<file path="src/hdl/olst_pkg.sv">
// Shared types and codes for the indexed ordered list.
// Holds operation kinds, status codes, chain commands and control states.
// No dependencies.
`timescale 1ns / 1ps

package olst_pkg;

    localparam logic [2:0] K_INSERT = 3'd0;
    localparam logic [2:0] K_REMOVE = 3'd1;
    localparam logic [2:0] K_GET    = 3'd2;
    localparam logic [2:0] K_FIND   = 3'd3;
    localparam logic [2:0] K_APPEND = 3'd4;
    localparam logic [2:0] K_DROP   = 3'd5;

    localparam logic [1:0] ST_OK    = 2'd0;
    localparam logic [1:0] ST_RANGE = 2'd1;
    localparam logic [1:0] ST_FULL  = 2'd2;

    typedef enum logic [1:0] {
        CH_IDLE,
        CH_INSERT,
        CH_REMOVE,
        CH_ROTATE
    } t_chain_op;

    typedef enum logic {
        S_IDLE,
        S_SCAN
    } t_state;

endpackage

</file>
<file path="src/hdl/olst_cell.sv">
// One storage cell of the list chain: holds one entry word.
// Takes from its left or right neighbour, the new word or the head word.
// Depends on olst_pkg.
`timescale 1ns / 1ps

module olst_cell #(
    parameter int W_CNT    = 5,
    parameter int CELL_POS = 0
) (
    input  logic                    i_clk,
    input  olst_pkg::t_chain_op     i_op,
    input  logic [W_CNT-1:0]        i_pos,
    input  logic [W_CNT-1:0]        i_count,
    input  logic signed [31:0]      i_new,
    input  logic signed [31:0]      i_left,
    input  logic signed [31:0]      i_right,
    input  logic signed [31:0]      i_head,
    output logic signed [31:0]      o_data
);
    import olst_pkg::*;

    localparam logic [W_CNT-1:0] L_POS  = W_CNT'(CELL_POS);
    localparam logic [W_CNT-1:0] L_NEXT = W_CNT'(CELL_POS + 1);

    logic signed [31:0] r_data;
    logic signed [31:0] n_data;

    always_comb begin
        n_data = r_data;
        case (i_op)
            CH_INSERT: begin
                if (L_POS == i_pos) begin
                    n_data = i_new;
                end else if (L_POS > i_pos && L_POS <= i_count) begin
                    n_data = i_left;
                end
            end
            CH_REMOVE: begin
                if (L_POS >= i_pos && L_NEXT < i_count) begin
                    n_data = i_right;
                end
            end
            CH_ROTATE: begin
                if (L_NEXT == i_count) begin
                    n_data = i_head;
                end else if (L_NEXT < i_count) begin
                    n_data = i_right;
                end
            end
            default: begin
            end
        endcase
    end

    always_ff @(posedge i_clk) begin
        r_data <= n_data;
    end

    assign o_data = r_data;

endmodule

</file>
<file path="src/hdl/indexed_ordered_list_top.sv">
// Top level of the indexed ordered list: chain of entry cells and its control.
// Depends on olst_pkg and olst_cell.
`timescale 1ns / 1ps

// Ordered list of up to CAPACITY signed 32-bit words, one cell per entry.
// A command is taken when start is high and busy is low; its single result
// appears on the o_ ports for one cycle with o_strobe high and must be taken
// then, as the block cannot be held off. Insert, remove and append shift the
// cell chain and drop only lowers the count: the result follows in the cycle
// after the command and busy stays low, so commands may be issued every cycle.
// Get and find rotate the chain once round the stored entries, reading (get)
// or comparing (find) the head cell each step: busy is high during the scan
// and the result follows its end. Get on a position out of range and find on
// an empty list answer without a scan. No clearing pass follows reset.

module indexed_ordered_list_top #(
    parameter int CAPACITY = 16
) (
    input  logic               i_clk,
    input  logic               i_rst_n,
    input  logic               start,
    output logic               busy,
    input  logic [2:0]         i_kind,
    input  logic [4:0]         i_index,
    input  logic signed [31:0] i_value,
    output logic               o_strobe,
    output logic [1:0]         o_status,
    output logic signed [31:0] o_read_value,
    output logic               o_found,
    output logic [3:0]         o_position,
    output logic [4:0]         o_count
);
    import olst_pkg::*;

    localparam int CW = $clog2(CAPACITY + 1);
    localparam int IW = (CW > 5) ? CW : 5;

    t_state             r_state, n_state;
    logic [CW-1:0]      r_count, n_count;
    logic               r_strobe, n_strobe;
    logic               r_is_get, n_is_get;
    logic [CW-1:0]      r_pos, n_pos;
    logic signed [31:0] r_value, n_value;
    logic [CW-1:0]      r_step, n_step;
    logic               r_hit, n_hit;
    logic [CW-1:0]      r_hit_pos, n_hit_pos;
    logic signed [31:0] r_rd, n_rd;
    logic [1:0]         r_status, n_status;
    logic signed [31:0] r_read, n_read;
    logic               r_found, n_found;
    logic [CW-1:0]      r_position, n_position;

    t_chain_op          ch_op;
    logic [CW-1:0]      ch_pos;
    logic signed [31:0] w_data [CAPACITY];
    logic signed [31:0] head;

    logic               accept;
    logic [IW-1:0]      idx_ext;
    logic [IW-1:0]      cnt_ext;
    logic [IW-1:0]      posn_ext;
    logic               is_full;
    logic               is_empty;
    logic [CW-1:0]      step_nx;
    logic               match;
    logic               found_now;
    logic [CW-1:0]      pos_now;
    logic signed [31:0] rd_now;

    genvar g;
    generate
        for (g = 0; g < CAPACITY; g++) begin : g_cell
            logic signed [31:0] w_left;
            logic signed [31:0] w_right;
            if (g == 0) begin : g_first
                assign w_left = w_data[0];
            end else begin : g_inner_l
                assign w_left = w_data[g-1];
            end
            if (g == CAPACITY - 1) begin : g_last
                assign w_right = w_data[g];
            end else begin : g_inner_r
                assign w_right = w_data[g+1];
            end
            olst_cell #(
                .W_CNT    (CW),
                .CELL_POS (g)
            ) u_cell (
                .i_clk   (i_clk),
                .i_op    (ch_op),
                .i_pos   (ch_pos),
                .i_count (r_count),
                .i_new   (i_value),
                .i_left  (w_left),
                .i_right (w_right),
                .i_head  (head),
                .o_data  (w_data[g])
            );
        end
    endgenerate

    assign head      = w_data[0];
    assign busy      = (r_state != S_IDLE);
    assign accept    = start && !busy;
    assign idx_ext   = IW'(i_index);
    assign cnt_ext   = IW'(r_count);
    assign is_full   = (r_count == CW'(CAPACITY));
    assign is_empty  = (r_count == '0);
    assign step_nx   = r_step + 1'b1;
    assign match     = (head == r_value);
    assign found_now = r_hit || match;
    assign pos_now   = r_hit ? r_hit_pos : r_step;
    assign rd_now    = (r_step == r_pos) ? head : r_rd;

    always_comb begin
        n_state    = r_state;
        n_count    = r_count;
        n_strobe   = 1'b0;
        n_is_get   = r_is_get;
        n_pos      = r_pos;
        n_value    = r_value;
        n_step     = r_step;
        n_hit      = r_hit;
        n_hit_pos  = r_hit_pos;
        n_rd       = r_rd;
        n_status   = r_status;
        n_read     = r_read;
        n_found    = r_found;
        n_position = r_position;
        ch_op      = CH_IDLE;
        ch_pos     = r_count;
        unique case (r_state)
            S_IDLE: begin
                if (accept) begin
                    n_strobe   = 1'b1;
                    n_status   = ST_OK;
                    n_read     = '0;
                    n_found    = 1'b0;
                    n_position = '0;
                    n_is_get   = (i_kind == K_GET);
                    n_pos      = CW'(i_index);
                    n_value    = i_value;
                    n_step     = '0;
                    n_hit      = 1'b0;
                    n_hit_pos  = '0;
                    n_rd       = '0;
                    unique case (i_kind)
                        K_INSERT: begin
                            if (idx_ext > cnt_ext) begin
                                n_status = ST_RANGE;
                            end else if (is_full) begin
                                n_status = ST_FULL;
                            end else begin
                                ch_op   = CH_INSERT;
                                ch_pos  = CW'(i_index);
                                n_count = r_count + 1'b1;
                            end
                        end
                        K_APPEND: begin
                            if (is_full) begin
                                n_status = ST_FULL;
                            end else begin
                                ch_op   = CH_INSERT;
                                ch_pos  = r_count;
                                n_count = r_count + 1'b1;
                            end
                        end
                        K_REMOVE: begin
                            if (idx_ext >= cnt_ext) begin
                                n_status = ST_RANGE;
                            end else begin
                                ch_op   = CH_REMOVE;
                                ch_pos  = CW'(i_index);
                                n_count = r_count - 1'b1;
                            end
                        end
                        K_GET: begin
                            if (idx_ext >= cnt_ext) begin
                                n_status = ST_RANGE;
                            end else begin
                                n_strobe = 1'b0;
                                n_state  = S_SCAN;
                            end
                        end
                        K_FIND: begin
                            if (!is_empty) begin
                                n_strobe = 1'b0;
                                n_state  = S_SCAN;
                            end
                        end
                        K_DROP: begin
                            if (is_empty) begin
                                n_status = ST_RANGE;
                            end else begin
                                n_count = r_count - 1'b1;
                            end
                        end
                        default: begin
                        end
                    endcase
                end
            end
            S_SCAN: begin
                ch_op     = CH_ROTATE;
                n_step    = step_nx;
                n_rd      = rd_now;
                n_hit     = found_now;
                n_hit_pos = pos_now;
                if (step_nx == r_count) begin
                    n_state    = S_IDLE;
                    n_strobe   = 1'b1;
                    n_status   = ST_OK;
                    n_read     = r_is_get ? rd_now : '0;
                    n_found    = !r_is_get && found_now;
                    n_position = (!r_is_get && found_now) ? pos_now : '0;
                end
            end
            default: begin
                n_state = S_IDLE;
            end
        endcase
    end

    always_ff @(posedge i_clk) begin
        if (!i_rst_n) begin
            r_state  <= S_IDLE;
            r_count  <= '0;
            r_strobe <= 1'b0;
        end else begin
            r_state  <= n_state;
            r_count  <= n_count;
            r_strobe <= n_strobe;
        end
    end

    always_ff @(posedge i_clk) begin
        r_is_get   <= n_is_get;
        r_pos      <= n_pos;
        r_value    <= n_value;
        r_step     <= n_step;
        r_hit      <= n_hit;
        r_hit_pos  <= n_hit_pos;
        r_rd       <= n_rd;
        r_status   <= n_status;
        r_read     <= n_read;
        r_found    <= n_found;
        r_position <= n_position;
    end

    assign posn_ext     = IW'(r_position);
    assign o_strobe     = r_strobe;
    assign o_status     = r_status;
    assign o_read_value = r_read;
    assign o_found      = r_found;
    assign o_position   = posn_ext[3:0];
    assign o_count      = cnt_ext[4:0];

endmodule
</file>
<file path="config.mk">
export PLATFORM = sky130hd
export DESIGN_NAME = indexed_ordered_list_top
export DESIGN_NICKNAME = d
export VERILOG_FILES = /design/src/hdl/olst_pkg.sv /design/src/hdl/olst_cell.sv /design/src/hdl/indexed_ordered_list_top.sv
export SDC_FILE = /design/constraint.sdc
export NUM_CORES = 2
export LEC_CHECK = 0
export ABC_AREA = 1
export BUFFER_PORTS_ARGS = -buffer_cell sky130_fd_sc_hd__buf_4
export CORE_MARGIN = 2
export CORE_UTILIZATION = 30
export DETAILED_ROUTE_END_ITERATION = 10
export PLACE_DENSITY = 0.48
export SYNTH_ARGS = -nofsm -noshare
export SYNTH_HDL_FRONTEND = slang
export SYNTH_HIERARCHICAL = 1
export SYNTH_SLANG_ARGS = --single-unit
</file>
<file path="constraint.sdc">
create_clock -name i_clk -period 25 [get_ports i_clk]
set_clock_uncertainty 0.15 [all_clocks]
set_input_delay 2.5 -clock i_clk [delete_from_list [all_inputs] [get_ports i_clk]]
set_output_delay 2.5 -clock i_clk [all_outputs]
set_load 0.01 [all_outputs]
</file>
==> results.cfg <==
[die]
fp.dieArea_um2 = 177000
core-area_um2 = 172000
dieHeight_um = 420
num_rows = 152
die_w_um = 420
initial_core_util_pct = 30.2
pin_count = 89

[sta]
hold_viol = 0
min_period_over_period_pct = 29.5
hold_ws_ns = 0.434
slew_violations = 0
timing.final.ws_setup_ns = 17.61
tightest_slew_ns = 1.32
tns_ns = 0
max_freq_ghz = 0.135
fin_crit_ns = 7.39
rsz0062_at_grt = no
slew_headroom_pct = 12.1
setup_viol = 0

[power]
power_mw = 3.21
p_per_area_nw_per_um2 = 57.0
p_leak_nw = 28.0
ir_drop_uv = 47.3

[critical_path]
cp-end-kind = flip-flop
crit_buf_inv = 4
cp.arrival_ns = 7.60
start_kind = input pin
critPathSlowestCell = nor2_2
path_delay_family = simple AND/OR/NAND/NOR gates
path_cells = buf_4 -> ha_1 -> a21o_1 -> nor2_2 -> nand3_1 -> nand2_1 -> nand2_1 -> nor2_1 -> o21ai_4 -> buf_4 -> nor2_2 -> nand3_2 -> nand2_1 -> nand2_1 -> nand2_1 -> nand2_1 -> inv_1 -> buf_4
cp.required_ns = 25.22
r2r.worst_path.cells = 18
cp_slowest_stage_delay_ns = 1.07
crit_cells = 18
critPathKind = input pin to flip-flop
crit_fanout = 41
crit_top_cell = nand2_1

[cells_and_area]
nNetsFinal = 7550
syn_to_final_growth_pct = 8.38
stdcell_area_um2 = 56300
final-seq-area_um2 = 19100
stdcell_count = 9871
diodes = 0
nFillCells = 18729
multi_input_area_um2 = 23500
utilization_pct = 32.8
drive_above_1_share_pct = 7.74

[synth]
ys_seq_area_share_pct = 36.7
synth.area.top_cells = edfxtp_1, nand2_1, nand3_1, inv_1, nand4_1
yosysWarnings = 6
syn_inst = 7678
ys_dominant_reg_cell = edfxtp_1
syn_area_um2 = 52000
synth_top_area_share_pct = 36.4
synthArstFlopShare_pct = 0
yosysTopAreaCell = edfxtp_1
ys_types = 45
synth_edf_count = 631
ys_ff_latch = 638
syn_area_per_cell_um2 = 6.77
synth_nets = 7731

[hold_path]
hold_depth = 2
hp-class = flip-flop to flip-flop

[placement]
pre_cts_slack_ns = 17.00
hpwl_mm = 148
placed_cells = 9720
port_buffers = 88
gp_congestion = 0.911
place_area_um2 = 53600

[global_routing]
antenna_found_initial = 9
grt_pass1_vias = 47554
grt_max_degree = 65
overflow = 0
gr-usage-all-layers_pct = 25.1
grt_pass1_wl_mm = 329

[clock_tree]
clock_sinks = 638
root_buffer = clkbuf_16
cts_max_level = 3
cts_setup_buffers = 0
path_clk_slew_ns = 0.07
clockBufferDepth = 3
postCtsHoldBufs = 0
clock_latency_ns = 0.74
tritoncts.num_buffers = 85
cts_resized = 0
cts_tree = built

[routing]
viasPerCell = 5.25
drc = 0
vias = 51812
drtIter0Drc = 5941
drt_pass1_iterations = 6
wire_per_inst_um = 23.2
wl_mm = 229
ant_nets = 0

[job]
cap_violations = 0

[outcome]
status = complete, no violations
-- routing by layer --
| metal | up-vias | part of all wire [%] | GRT usage, % |
|---|---|---|---|
| li1 | 24187 | - | - |
| met1 | 24799 | 40 | 32.4 |
| met2 | 2337 | 47 | 41.3 |
| met3 | 489 | 8.2 | 4.30 |
| met4 | 0 | 4.5 | 10.6 |
| met5 | - | 0 | 0 |
-- cell usage in the layout (no fill, tap or decap), types with 44 or more instances in the layout --
master and instances:
nand3_1 1545, clkbuf_16 85, nand4_1 562, nor2_4 46, edfxtp_1 631, nand3_2 49, nand2_1 2132, inv_1 1696
nand3b_1 76, inv_2 44, nor2_1 135, buf_4 210
-- cells by family after synthesis --
kind of cell    after synthesis  synth area share, %
fa+ha+maj                    10                0.255
xor+xnor                     36                0.606
buf+inv                    2224                 18.3
flops                       638                 36.7
compound gates              116                 1.27
simple gates               4651                 42.8
mux                           3               0.0578
-- worst register-to-register path, stage by stage (launching register included) --
cell     delay [ns]
dfxtp_2        0.53
inv_1          0.23
ha_1           0.34
a21o_1         0.17
nor2_2         0.17
nand3_1        0.15
nand2_1        0.21
nand2_1        0.11
nor2_1         0.58
o21ai_4        0.14
buf_4          0.37
nor2_2         1.11
nand3_2        0.76
nand2_1        0.23
nand2_1        0.07
nand2_1        0.06
nand2_1        0.05
inv_1          0.08
buf_4          0.40
-- state kept, by name, indices dropped and copies added (netlist names), 5 cells and up --
register,cells
g_cell.u_cell/o_data,512
r_rd,32
o_read_value,32
r_step,5
o_count,5
r_value,32
r_pos,5
-- power breakdown --
| part | switching (mW) | internal, mW | leakage, nW |
|---|---|---|---|
| Sequential | 0.0568 | 1.26 | 5.91 |
| Clock | 0.550 | 0.683 | 1.30 |
| Combinational | 0.503 | 0.163 | 20.8 |
-- worst paths after layout --
| check | endpoint | startpoint | slack, ns |
|---|---|---|---|
| setup reg to reg | g_cell[8].u_cell/o_data[15]$_DFFE_PP_ | o_count[4]$_SDFFE_PN0P_ | 18.74 |
| setup / recovery | g_cell[8].u_cell/o_data[15]$_DFFE_PP_ | i_index[4] | 17.61 |
| hold reg to reg | g_cell[4].u_cell/o_data[8]$_DFFE_PP_ | g_cell[5].u_cell/o_data[8]$_DFFE_PP_ | 0.43 |
| hold / removal | g_cell[4].u_cell/o_data[8]$_DFFE_PP_ | g_cell[5].u_cell/o_data[8]$_DFFE_PP_ | 0.43 |
-- final cells by class --
type                       instances  share of cell area [%]
inverter                        1745                    11.6
clock buffer                     103                    3.90
multi-input combinational       4816                    41.7
tap                             2310                    5.13
sequential                       638                    33.9
timing repair buffer             211                    2.83
clock inverter                    48                   0.888
-- synth_stat cells (6+ instances only) --
library cell,instances
xor2_1,8
nand2_1,2134
nand3_1,1545
dfxtp_1,7
inv_1,1696
edfxtp_1,631
nand4_1,562
clkbuf_1,52
o21ai_0,25
o21bai_1,20
nor2_2,26
buf_1,27
ha_1,9
nand3_4,10
a21oi_1,27
nand2_2,39
nand3_2,49
nand2_4,8
buf_4,77
inv_2,44
nor2_4,45
buf_6,68
o21ai_1,33
nor2_8,6
nor2_1,145
nand3b_1,76
buf_2,250
xnor2_1,28
No activity file was read; power rests on OpenSTA's default activity.
